## src/rtl/pfl_pkg.sv

```systemverilog
package pfl_pkg;

    localparam int MAX_PAGES  = 1024;
    localparam int PAGE_SHIFT = 12;

    // page index inside the pool, and link value that also holds the empty marker
    localparam int IDX_W  = (MAX_PAGES > 1) ? $clog2(MAX_PAGES) : 1;
    localparam int LINK_W = $clog2(MAX_PAGES + 1);

    localparam int ADDR_W  = 64;
    localparam int BASE_W  = 52;
    localparam int PAGES_W = 11;
    localparam int ACT_W   = 2;
    localparam int STAT_W  = 2;

    localparam logic [LINK_W-1:0] EMPTY_MARK = LINK_W'(MAX_PAGES);

    localparam logic [ACT_W-1:0] ACT_ALLOC   = 2'd0;
    localparam logic [ACT_W-1:0] ACT_FREE    = 2'd1;
    localparam logic [ACT_W-1:0] ACT_REBUILD = 2'd2;

    localparam logic [STAT_W-1:0] ST_OK    = 2'd0;
    localparam logic [STAT_W-1:0] ST_EMPTY = 2'd1;
    localparam logic [STAT_W-1:0] ST_BAD   = 2'd2;

    localparam logic CFG_BASE  = 1'b0;
    localparam logic CFG_PAGES = 1'b1;

    typedef struct packed {
        logic             ok;
        logic [IDX_W-1:0] idx;
    } free_chk_t;

endpackage

```

## src/rtl/pfl_free_check.sv

```systemverilog
module pfl_free_check (
    input  logic [pfl_pkg::ADDR_W-1:0]  addr,
    input  logic [pfl_pkg::BASE_W-1:0]  base,
    input  logic [pfl_pkg::LINK_W-1:0]  count,
    output pfl_pkg::free_chk_t          chk
);

    logic [pfl_pkg::ADDR_W:0]   diff;
    logic                       aligned;

    // page number minus pool base, with a borrow bit for pages below the pool
    always_comb
    begin
        diff    = {1'b0, pfl_pkg::ADDR_W'(addr >> pfl_pkg::PAGE_SHIFT)}
                  - (pfl_pkg::ADDR_W + 1)'(base);
        aligned = (addr[pfl_pkg::PAGE_SHIFT-1:0] == '0);
        chk.ok  = aligned && !diff[pfl_pkg::ADDR_W]
                  && (diff[pfl_pkg::ADDR_W-1:0] < pfl_pkg::ADDR_W'(count));
        chk.idx = diff[pfl_pkg::IDX_W-1:0];
    end

endmodule

```

## config.mk

```make
export PLATFORM = sky130hd
export DESIGN_NAME = pfl_free_check
export DESIGN_NICKNAME = d
export VERILOG_FILES = /design/src/rtl/pfl_pkg.sv /design/src/rtl/pfl_free_check.sv
export SDC_FILE = /design/constraint.sdc
export NUM_CORES = 1
export LEC_CHECK = 0
export ABC_CLOCK_PERIOD_IN_PS = 4400
export BUFFER_PORTS_ARGS = -buffer_cell sky130_fd_sc_hd__buf_2
export CELL_PAD_IN_SITES_DETAIL_PLACEMENT = 0
export CELL_PAD_IN_SITES_GLOBAL_PLACEMENT = 1
export CORE_UTILIZATION = 32
export DETAILED_ROUTE_END_ITERATION = 10
export PLACE_DENSITY_LB_ADDON = 0.05
export SLEW_MARGIN = 20
export SYNTH_ARGS = -nofsm -noshare
export SYNTH_HDL_FRONTEND = slang
export SYNTH_SLANG_ARGS = --single-unit
```

## constraint.sdc

```tcl
create_clock -name vclk -period 4.4
set_clock_uncertainty 0.2 [all_clocks]
set_input_delay 0.22 -clock vclk [all_inputs]
set_output_delay 0.22 -clock vclk [all_outputs]
set_load 0.02 [all_outputs]
```

== After elaboration in Yosys (flattened, before gate mapping) ==
Cells that the tools add are included.

* Flip-flop bits (word level): 0
* Word-level logic and storage cells: 6
* Bits of input ports: 127

* Order comparisons: 1
* Reductions and logical operators: 4
* Add/subtract/negate cells: 1

{| class="wikitable"
|+ Operators with widths
! operator !! count
|-
| less-than comparator 64 x 11 -> 1 bit || 1
|-
| subtractor 52 x 52 -> 53 bit || 1
|-
| logical NOT 12 bit || 1
|-
| logical AND 1 bit || 2
|-
| logical NOT 1 bit || 1
|}

== Logic depth before layout (Yosys ltp) ==
Gate-level depths: netlist of the first run.

* Depth after elaboration: 4
* Gate-level depth with buffers: 23
* Gate-level depth less buffers: 23

== Worst setup path before layout of the first run ==
No wires, ideal clock.

* Path type: input port to output port
* From: input port addr[12] (netlist bit)
* To: output port chk[10] (netlist bit)
* Data arrival time: 4287 ps
* Path buffers: 0
* Stages on the path: 23
* Slack: -307 ps
* Path through: inv_1 -> ha_1 -> inv_1 -> fa_1 -> a21oi_1 -> o21ai_0 -> a21oi_1 -> nor2_1 -> o21a_1 -> nor2_1 -> xnor2_1 -> ha_1 -> nand3_1 -> nor2_1 -> a211oi_1 -> o2111ai_1 -> a211o_1 -> nor4_2 -> o2111ai_1 -> nor4_1 -> nand4_1 -> nor4_1 -> and4b_1

{| class="wikitable"
|+ RTL lines
! what !! RTL line !! text
|-
| from (decl) || pfl_free_check.sv:2 || <nowiki>input logic [pfl_pkg::ADDR_W-1:0] addr,</nowiki>
|-
| to (decl) || pfl_free_check.sv:5 || <nowiki>output pfl_pkg::free_chk_t chk</nowiki>
|}

==> metrics.md, run 1 <==
| Metric | Value |
|---|---|
| Status | `finished, violations left` |
| Failing checks | `negative setup slack` |
| Worst-Margin Slew | `0.556 ns` |
| Yosys cell types | `58` |
| DPL Wire Length | `12600 microns` |
| Yosys warnings | `0` |
| Placed cell areas | `0.00494 sq mm` |
| VDD IR max | `0.0679 mV` |
| Share of cells above drive strength 1 | `30.5%` |
| Nets | `956` |
| Avg WL per Cell | `16.1 microns` |
| Synth Area per Inst | `6.41 sq um` |
| Setup violation total in the final timing report | `1` |
| Hold Path Class | `in -> out` |
| DRC | `0` |
| CP max FO | `2` |
| Switch share | `56.3%` |
| Flip-flop and latch count | `0` |
| Seq/Total Area, Yosys | `0%` |
| IO Port Bufs | `138` |
| Syn Std Cell Area | `0.00377 sq mm` |
| Chip height | `111 microns` |
| Startpoint types | `input pin` |
| DP Cell Count | `896` |
| Max Clk Rate | `216 MHz` |
| Crit Path Class | `in -> out` |
| I/O pin count | `138` |
| Vias | `4923` |
| Final hold violation count | `0` |
| Layout Cells excl Fill | `907` |
| Arr. time, crit path | `4.21 ns` |
| Worst slack at placement | `-0.533 ns` |
| NetSw | `0.462 mW` |
| Initial antenna violation count | `0` |
| Number of global-route vias before repair | `4727` |
| Commonest non-fill, non-tap cell in the layout | `buf_2` |
| Syn_nets | `779` |
| Largest net degree at the start of global routing | `12` |
| Final worst path period share | `105%` |
| Period minus WS final | `4.63 ns` |
| Drt total wl | `14600 microns` |
| Slew margin rel. | `62.6%` |
| DRT antenna net count | `0` |
| GRT overflow | `0` |
| Detailed Routing Iterations Pass 1 | `5` |
| Cell Pwr Density | `161 mW/mm^2` |
| GP Congestion | `0.912` |
| Int Pwr | `0.359 mW` |
| First-pass GRT wire length | `23300 microns` |
| WP data required | `3.98 ns` |
| Via-per-instance ratio | `5.43` |
| Final Max Tran Viols | `0` |
| Max-cap violations | `0` |
| Commonest cells after routing, fill and taps aside | `136 x buf_2, 71 x inv_1, 64 x buf_4, 60 x ha_1, 58 x a21oi_1` |
| Tot Pwr | `0.821 mW` |
| Clk network pwr share | `0%` |
| CP endpoint kind | `output port` |
| Die Wd | `111 microns` |
| Total global-route track usage | `23.0%` |
| Post-Syn Instances | `589` |
| Hold-fix buffers at CTS | `0` |
| Hold path depth | `4` |
| Rows | `39` |
| Final Cell Area | `0.00511 sq mm` |
| Initial DRC Count | `213` |
| Pleak | `2.59 nW` |
| Reg power frac | `0%` |
| RSZ-0062 raised after global routing | `true` |
| FF+latch area | `0 sq um` |
| Initial core utilization | `32.9%` |
| Worst setup margin | `-0.225 ns` |
| Number of diodes | `0` |
| Core area | `0.0115 sq mm` |
| Die ar. | `0.0122 sq mm` |
| P&R area growth vs syn | `35.5%` |
| Clk_buf instances | `0` |
| Combinational share of power | `100.0%` |
==> cell usage after synthesis (4+ instances only) <==
library cell	instances	share of area [%]
inv_1	73	7.3
ha_1	62	21
a21oi_1	61	8.1
nand2_1	56	5.6
nor2_1	38	3.8
o21ai_0	34	4.5
nand4_1	23	3.8
xnor2_1	18	4.2
buf_2	16	2.1
nand3_1	16	2.1
a21o_1	14	2.8
nor3_1	14	1.9
xor2_1	13	3.0
o211ai_1	11	2.2
clkbuf_1	10	0.99
nor4_1	10	1.7
o21a_1	9	1.8
a211oi_1	8	1.6
a21boi_0	8	1.6
a31oi_1	8	1.3
and3_1	7	1.2
mux2i_1	7	1.9
nand2b_1	7	1.2
o31ai_1	6	1.2
o21bai_1	5	0.99
o2111ai_1	4	0.93
==> final cells by class <==
class | count | area (sq um)
Tap cell | 143 | 179
Timing Repair Buffer | 202 | 1180
Multi-Input combinational cell | 489 | 3480
Fill cell | 1271 | 6350
Inverter | 73 | 277
==> logic make-up (layout without fill, tap and decap cells) <==
logic type	after synthesis	in the layout	share of synthesized area (%)
xor gates and xnor gates	31	31	7.19
muxes	8	8	2.16
and+or+nand+nor	183	183	23.5
AOI/OAI and AO/OA	204	204	35.5
adders and majority gates	63	63	21.1
buffers and inverters	100	275	10.5
==> metrics by stage <==
| stage | util (%) | setup TNS (ns) | hold WS, ns |
|---|---|---|---|
| after floorplan | - | 0 | 0.440 |
| after global placement | 43.1 | -0.413 | 0.623 |
| after detailed placement | 43.1 | -0.533 | 0.628 |
| after CTS | 44.5 | -0.228 | 0.649 |
| after global routing | 44.6 | -0.486 | 0.676 |
| final | 44.6 | -0.225 | 0.661 |
==> per-layer routing <==
metal / GRT usage, % / share of wire [%]
met3: 1.21 / 3.4
met4: 2.40 / 1.0
met1: 30.4 / 46
met5: 0 / 0
met2: 42.1 / 49
==> final timing paths <==
kind | start | endpoint | slack [ns]
worst min-delay path | base[0] | chk[0] | 0.66
worst max-delay path | addr[12] | chk[10] | -0.23
==> power groups by stage <==
stage,Clock (mW),Combinational [mW],Sequential [mW]
after global placement,0,0.775,0
after CTS,0,0.811,0
after global routing,0,0.901,0
after floorplan,0,0.481,0
final,0,0.821,0
after detailed placement,0,0.773,0
==> what timing repair did <==
item                                    4_1_cts  5_1_grt
gates resized for setup                      20        2
endpoints found under the hold margin         0        0
buffers inserted                             11        0
endpoints found under the setup margin        1        1
pin swaps                                    25        1
==> worst max-delay path: stages <==
cell       delay, ns
buf_6           0.09
inv_4           0.04
ha_4            0.12
inv_2           0.04
fa_2            0.39
a21oi_2         0.19
o21ai_2         0.11
a21oi_2         0.17
nor2_1          0.06
o21a_1          0.19
nor2_2          0.14
xnor2_2         0.13
ha_1            0.28
nand3_2         0.08
nor2_2          0.05
buf_4           0.12
o2111ai_2       0.06
a21oi_2         0.06
a211oi_2        0.17
o221ai_1        0.14
a311o_2         0.38
nor4_2          0.27
nand4_1         0.15
nor4_1          0.17
and4b_2         0.27
buf_6           0.12
Power figures use the tool's default switching activity.
==> run 2, diff against run 1 <==
--- a/config.mk
+++ b/config.mk
@@ -11,7 +11,9 @@
 export CELL_PAD_IN_SITES_GLOBAL_PLACEMENT = 1
 export CORE_UTILIZATION = 32
 export DETAILED_ROUTE_END_ITERATION = 10
+export GPL_TIMING_DRIVEN = 0
 export PLACE_DENSITY_LB_ADDON = 0.05
+export REMOVE_ABC_BUFFERS = 1
 export SLEW_MARGIN = 20
 export SYNTH_ARGS = -nofsm -noshare
 export SYNTH_HDL_FRONTEND = slang
==> run 2 against run 1 <==
  * The run still ends with negative setup slack left
  * Cell area down 7.7%
  * Maximum frequency shrank 2.8%
  * Hold slack got worse by 0.022 ns
  * Final cell count is 6.3% lower
  * First-iteration DRC count up 12%
  * Sequential share of layout area did not move
  * Routed wire length decreased by 5.6%
  * Combinational power shrank 11%
  * Critical path type unchanged
  * Largest cell class unchanged
  * Largest power group unchanged
  * Highest routed layer unchanged
==> metrics.md, run 2 (synthesis results as in run 1) <==
| Metric | Value |
|---|---|
| Cell Pwr Density | `154 mW/mm^2 (was 161 mW/mm^2)` |
| Hold Startpoint | `base[0] (unchanged)` |
| Largest net degree at the start of global routing | `13 (was 12)` |
| Worst slack at placement | `-1.13 ns (was -0.533 ns)` |
| Tot Pwr | `0.727 mW (was 0.821 mW)` |
| Share of cells above drive strength 1 | `25.0% (was 30.5%)` |
| Crit Path Class | `in -> out (unchanged)` |
| FF+latch area | `0 sq um (unchanged)` |
| DPL Wire Length | `11800 microns (was 12600 microns)` |
| Initial core utilization | `32.9% (unchanged)` |
| Hold-fix buffers at CTS | `0 (unchanged)` |
| Worst Setup SP | `addr[12] (unchanged)` |
| Number of diodes | `0 (unchanged)` |
| Final worst path period share | `108% (was 105%)` |
| Core area | `0.0115 sq mm (unchanged)` |
| Combinational share of power | `100.0% (about the same)` |
| P&R area growth vs syn | `25.1% (was 35.5%)` |
| Detailed Routing Iterations Pass 1 | `4 (was 5)` |
| Flip-flop and latch count | `0 (unchanged)` |
| Vias | `4780 (was 4923)` |
| Die ar. | `0.0122 sq mm (unchanged)` |
| Avg WL per Cell | `16.2 microns (was 16.1 microns)` |
| Die Wd | `111 microns (unchanged)` |
| Period minus WS final | `4.76 ns (was 4.63 ns)` |
| Clk_buf instances | `0 (unchanged)` |
| Pleak | `2.32 nW (was 2.59 nW)` |
| Critical-path top delay cell | `fa_2 (unchanged)` |
| Total global-route track usage | `21.7% (was 23.0%)` |
| Max-cap violations | `0 (unchanged)` |
| Layout Cells excl Fill | `850 (was 907)` |
| Switch share | `60.1% (was 56.3%)` |
| Drt total wl | `13700 microns (was 14600 microns)` |
| CP endpoint kind | `output port (unchanged)` |
| Worst path bufs/invs | `4 (was 5)` |
| DP Cell Count | `843 (was 896)` |
| Final Max Tran Viols | `0 (unchanged)` |
| WP data required | `3.98 ns (about the same)` |
| Nets | `899 (was 956)` |
| Rows | `39 (unchanged)` |
| I/O pin count | `138 (unchanged)` |
| Reg power frac | `0% (about the same)` |
| Failing checks | `negative setup slack (unchanged)` |
| First-pass GRT wire length | `22200 microns (was 23300 microns)` |
| Status | `finished, violations left (unchanged)` |
| Startpoint types | `input pin (unchanged)` |
| CP max FO | `2 (unchanged)` |
| Initial DRC Count | `238 (was 213)` |
| Initial antenna violation count | `0 (unchanged)` |
| Final hold violation count | `0 (unchanged)` |
| Clk network pwr share | `0% (about the same)` |
| Max Clk Rate | `210 MHz (was 216 MHz)` |
| Hold Path Class | `in -> out (unchanged)` |
| Setup violation total in the final timing report | `1 (unchanged)` |
| IO Port Bufs | `138 (unchanged)` |
| Arr. time, crit path | `4.34 ns (was 4.21 ns)` |
| Setup TNS | `-0.360 ns (was -0.225 ns)` |
| GRT overflow | `0 (unchanged)` |
| Max stage delay on crit path | `0.41 ns (was 0.39 ns)` |
| Worst setup margin | `-0.360 ns (was -0.225 ns)` |
| Via-per-instance ratio | `5.62 (was 5.43)` |
| NetSw | `0.436 mW (was 0.462 mW)` |
| DRC | `0 (unchanged)` |
| Slew margin rel. | `61.5% (was 62.6%)` |
| Worst-Margin Slew | `0.572 ns (was 0.556 ns)` |
| Crit path max-delay family | `compound AO/OA/AOI/OAI gates (unchanged)` |
| Number of global-route vias before repair | `4561 (was 4727)` |
| DRT antenna net count | `0 (unchanged)` |
| GP Congestion | `0.899 (was 0.912)` |
| RSZ-0062 raised after global routing | `true (unchanged)` |
| VDD IR max | `0.0795 mV (was 0.0679 mV)` |
| Commonest cells after routing, fill and taps aside | `136 x buf_2, 71 x inv_1, 59 x ha_1, 58 x a21oi_1, 55 x nand2_1 (was 136 x buf_2, 71 x inv_1, 64 x buf_4, 60 x ha_1, 58 x a21oi_1)` |
| Commonest non-fill, non-tap cell in the layout | `buf_2 (unchanged)` |
| Chip height | `111 microns (unchanged)` |
| Int Pwr | `0.290 mW (was 0.359 mW)` |
run 2: routing by layer:
| layer | vias to the layer above | share of wire [%] | wire length [microns] | GRT usage (%) |
|---|---|---|---|---|
| li1 | 2401 | - | - | - |
| met1 | 2207 | 46 | 6300 | 29.0 |
| met2 | 152 | 48 | 6540 | 39.0 |
| met3 | 20 | 4.2 | 577 | 0.439 |
| met4 | 0 | 2.4 | 328 | 4.62 |
| met5 | - | 0 | 0 | 0 |
run 2: repair_timing:
action | in CTS | in global routing
pin swaps | 19 | 3
setup endpoints to repair | 1 | 1
gates resized for setup | 27 | 5
setup buffers | 6 | 1
gates cloned | 0 | 0
run 2: area by class of cell:
| cell class | instances | area (sq um) |
|---|---|---|
| fill | 1259 | 6750 |
| multi-input combinational | 489 | 3510 |
| timing repair buffer | 145 | 756 |
| inverter | 73 | 277 |
| tap | 143 | 179 |
run 2: worst paths after layout:
path | end | slack [ns] | depth (start not counted)
worst min-delay path | chk[0] | 0.64 | 4
worst max-delay path | chk[10] | -0.36 | 25
run 2: per-stage QoR:
stage,area (sq um),hold slack [ns],util [%]
CTS,4680,0.646,40.8
global route,4720,0.671,41.2
finish,4720,0.639,41.2
detailed placement,4520,0.632,39.4
global placement,4520,0.628,39.4
floorplan,3650,0.440,-
run 2: power by group through the flow:
stage / registers [mW] / clock network [mW] / logic, mW
2_1_floorplan: 0 / 0 / 0.471
3_3_place_gp: 0 / 0 / 0.687
3_5_place_dp: 0 / 0 / 0.687
4_1_cts: 0 / 0 / 0.718
5_1_grt: 0 / 0 / 0.802
6_report: 0 / 0 / 0.727
==> run 3, diff against run 2 <==
--- a/config.mk
+++ b/config.mk
@@ -11,8 +11,10 @@
 export CELL_PAD_IN_SITES_GLOBAL_PLACEMENT = 1
 export CORE_UTILIZATION = 32
 export DETAILED_ROUTE_END_ITERATION = 10
+export GPL_ROUTABILITY_DRIVEN = 0
 export GPL_TIMING_DRIVEN = 0
 export PLACE_DENSITY_LB_ADDON = 0.05
+export RECOVER_POWER = 50
 export REMOVE_ABC_BUFFERS = 1
 export SLEW_MARGIN = 20
 export SYNTH_ARGS = -nofsm -noshare
==> run 3 against run 2 <==
  * The run still ends with negative setup slack left
  * Global-route usage shrank 0.24 points
  * Hold slack gained 0.019 ns
  * Sequential cell count is the same
  * Count of clock-buffer cells in the layout is the same
  * Non-clock buffer count grew 10
  * Die area is the same
  * Sequential share of layout area is the same
  * Via count grew 0.61%
  * Critical endpoint unchanged
  * Highest routed layer unchanged
==> metrics.md, run 3 (synthesis results as in run 1) <==
| Metric | Value |
|---|---|
| Status | `finished, violations left (unchanged)` |
| Failing checks | `negative setup slack (unchanged)` |
| Commonest non-fill, non-tap cell in the layout | `buf_2 (unchanged)` |
| Number of global-route vias before repair | `4580 (was 4561)` |
| Final hold violation count | `0 (unchanged)` |
| Final Max Tran Viols | `0 (unchanged)` |
| DPL Wire Length | `11600 microns (was 11800 microns)` |
| Cell Pwr Density | `153 mW/mm^2 (was 154 mW/mm^2)` |
| CP max FO | `2 (unchanged)` |
| CP endpoint kind | `output port (unchanged)` |
| Detailed Routing Iterations Pass 1 | `5 (was 4)` |
| Fill count | `1291 (was 1259)` |
| Flip-flop and latch count | `0 (unchanged)` |
| Drt total wl | `13800 microns (was 13700 microns)` |
| Setup violation total in the final timing report | `1 (unchanged)` |
| Highest routed layer | `met4 (unchanged)` |
| Number of diodes | `0 (unchanged)` |
| Multi-input logic area | `0.00353 sq mm (was 0.00351 sq mm)` |
| FF+latch area | `0 sq um (unchanged)` |
| Worst Setup SP | `addr[12] (unchanged)` |
| Clk_buf instances | `0 (unchanged)` |
| Routed length on met1 | `6080 microns (was 6300 microns)` |
| IO Port Bufs | `138 (unchanged)` |
| Avg WL per Cell | `16.0 microns (was 16.2 microns)` |
| Max Clk Rate | `215 MHz (was 210 MHz)` |
| Hold Path Class | `in -> out (unchanged)` |
| GRT overflow | `0 (unchanged)` |
| Arr. time, crit path | `4.23 ns (was 4.34 ns)` |
| Slew margin rel. | `60.1% (was 61.5%)` |
| DRC | `0 (unchanged)` |
| RSZ-0062 raised after global routing | `true (unchanged)` |
| Placed cell areas | `0.00452 sq mm (unchanged)` |
| Die ar. | `0.0122 sq mm (unchanged)` |
| Startpoint types | `input pin (unchanged)` |
| Max-cap violations | `0 (unchanged)` |
| Initial antenna violation count | `0 (unchanged)` |
| Period minus WS final | `4.65 ns (was 4.76 ns)` |
| Routed length on met2 | `6610 microns (was 6540 microns)` |
| I/O pin count | `138 (unchanged)` |
| DRT antenna net count | `0 (unchanged)` |
| Die Wd | `111 microns (unchanged)` |
| Largest net degree at the start of global routing | `13 (unchanged)` |
| Critical-path top delay cell | `fa_2 (unchanged)` |
| Met3 WL | `754 microns (was 577 microns)` |
| Rows | `39 (unchanged)` |
| Initial core utilization | `32.9% (unchanged)` |
| WP data required | `3.98 ns (about the same)` |
| First-pass GRT wire length | `22200 microns (about the same)` |
| Final Cell Area | `0.00481 sq mm (was 0.00472 sq mm)` |
| Total global-route track usage | `21.5% (was 21.7%)` |
| Hold Startpoint | `base[0] (unchanged)` |
| Crit Path Class | `in -> out (unchanged)` |
| Worst slack at placement | `-1.08 ns (was -1.13 ns)` |
| Core area | `0.0115 sq mm (unchanged)` |
| Cell mode on critical path | `nor4_2` |
| Pleak | `2.34 nW (was 2.32 nW)` |
| Final worst path period share | `106% (was 108%)` |
| Vias | `4809 (was 4780)` |
| Commonest cells after routing, fill and taps aside | `131 x buf_2, 71 x inv_1, 57 x ha_1, 56 x a21oi_1, 55 x nand2_1 (was 136 x buf_2, 71 x inv_1, 59 x ha_1, 58 x a21oi_1, 55 x nand2_1)` |
| Max stage delay on crit path | `0.41 ns (about the same)` |
| P&R area growth vs syn | `27.4% (was 25.1%)` |
| Worst setup margin | `-0.246 ns (was -0.360 ns)` |
| Share of cells above drive strength 1 | `26.4% (was 25.0%)` |
| Initial DRC Count | `225 (was 238)` |
| Chip height | `111 microns (unchanged)` |
| Nets | `909 (was 899)` |
| Worst-Margin Slew | `0.594 ns (was 0.572 ns)` |
| Via-per-instance ratio | `5.59 (was 5.62)` |
| VDD IR max | `0.0550 mV (was 0.0795 mV)` |
[run 3: repair_timing]
item,4_1_cts,5_1_grt
pin swaps,19,6
endpoints found under the setup margin,1,1
setup buffers,16,1
endpoints found under the hold margin,0,0
resized for setup,27,13
hold buffers,0,0
[run 3: cell type report]
type / count / share of cell area, %
timing repair buffer: 155 / 17.1
multi-input combinational: 489 / 73.4
tap: 143 / 3.72
inverter: 73 / 5.75
[run 3: final timing paths]
check / cells after the start / endpoint / slack [ns]
worst max-delay path: 25 / chk[10] / -0.25
worst min-delay path: 4 / chk[0] / 0.66
[run 3: stage by stage]
step	utilization (%)	setup TNS [ns]	hold slack [ns]	std cells	power, mW
after global routing	41.9	-0.480	0.677	860	0.810
after detailed placement	39.4	-1.08	0.633	843	0.682
after global placement	39.4	-1.05	0.631	843	0.681
after CTS	41.4	-0.425	0.649	859	0.713
after floorplan	-	-0.307	0.440	562	0.471
final	41.9	-0.246	0.658	860	0.734
[run 3: power breakdown]
group | switching [mW] | internal, mW | total [mW] | leakage, nW
clock network | 0 | 0 | 0 | 0
logic | 0.440 | 0.293 | 0.734 | 2.34
registers | 0 | 0 | 0 | 0
total | 0.440 | 0.293 | 0.734 | 2.34
[run 3: metal layers]
| layer | vias up | global-route usage [%] |
|---|---|---|
| met5 | - | 0 |
| met4 | 0 | 5.16 |
| met3 | 24 | 1.59 |
| met2 | 168 | 38.1 |
| met1 | 2202 | 28.1 |
| li1 | 2415 | - |
[run 3: critical path: cells and delay by family]
| kind | cells | cell delay (ns) |
|---|---|---|
| fa+ha+maj | 3 | 0.81 |
| buf+inv | 4 | 0.28 |
| compound gates | 8 | 1.45 |
| xor+xnor | 1 | 0.15 |
| simple gates | 9 | 1.30 |
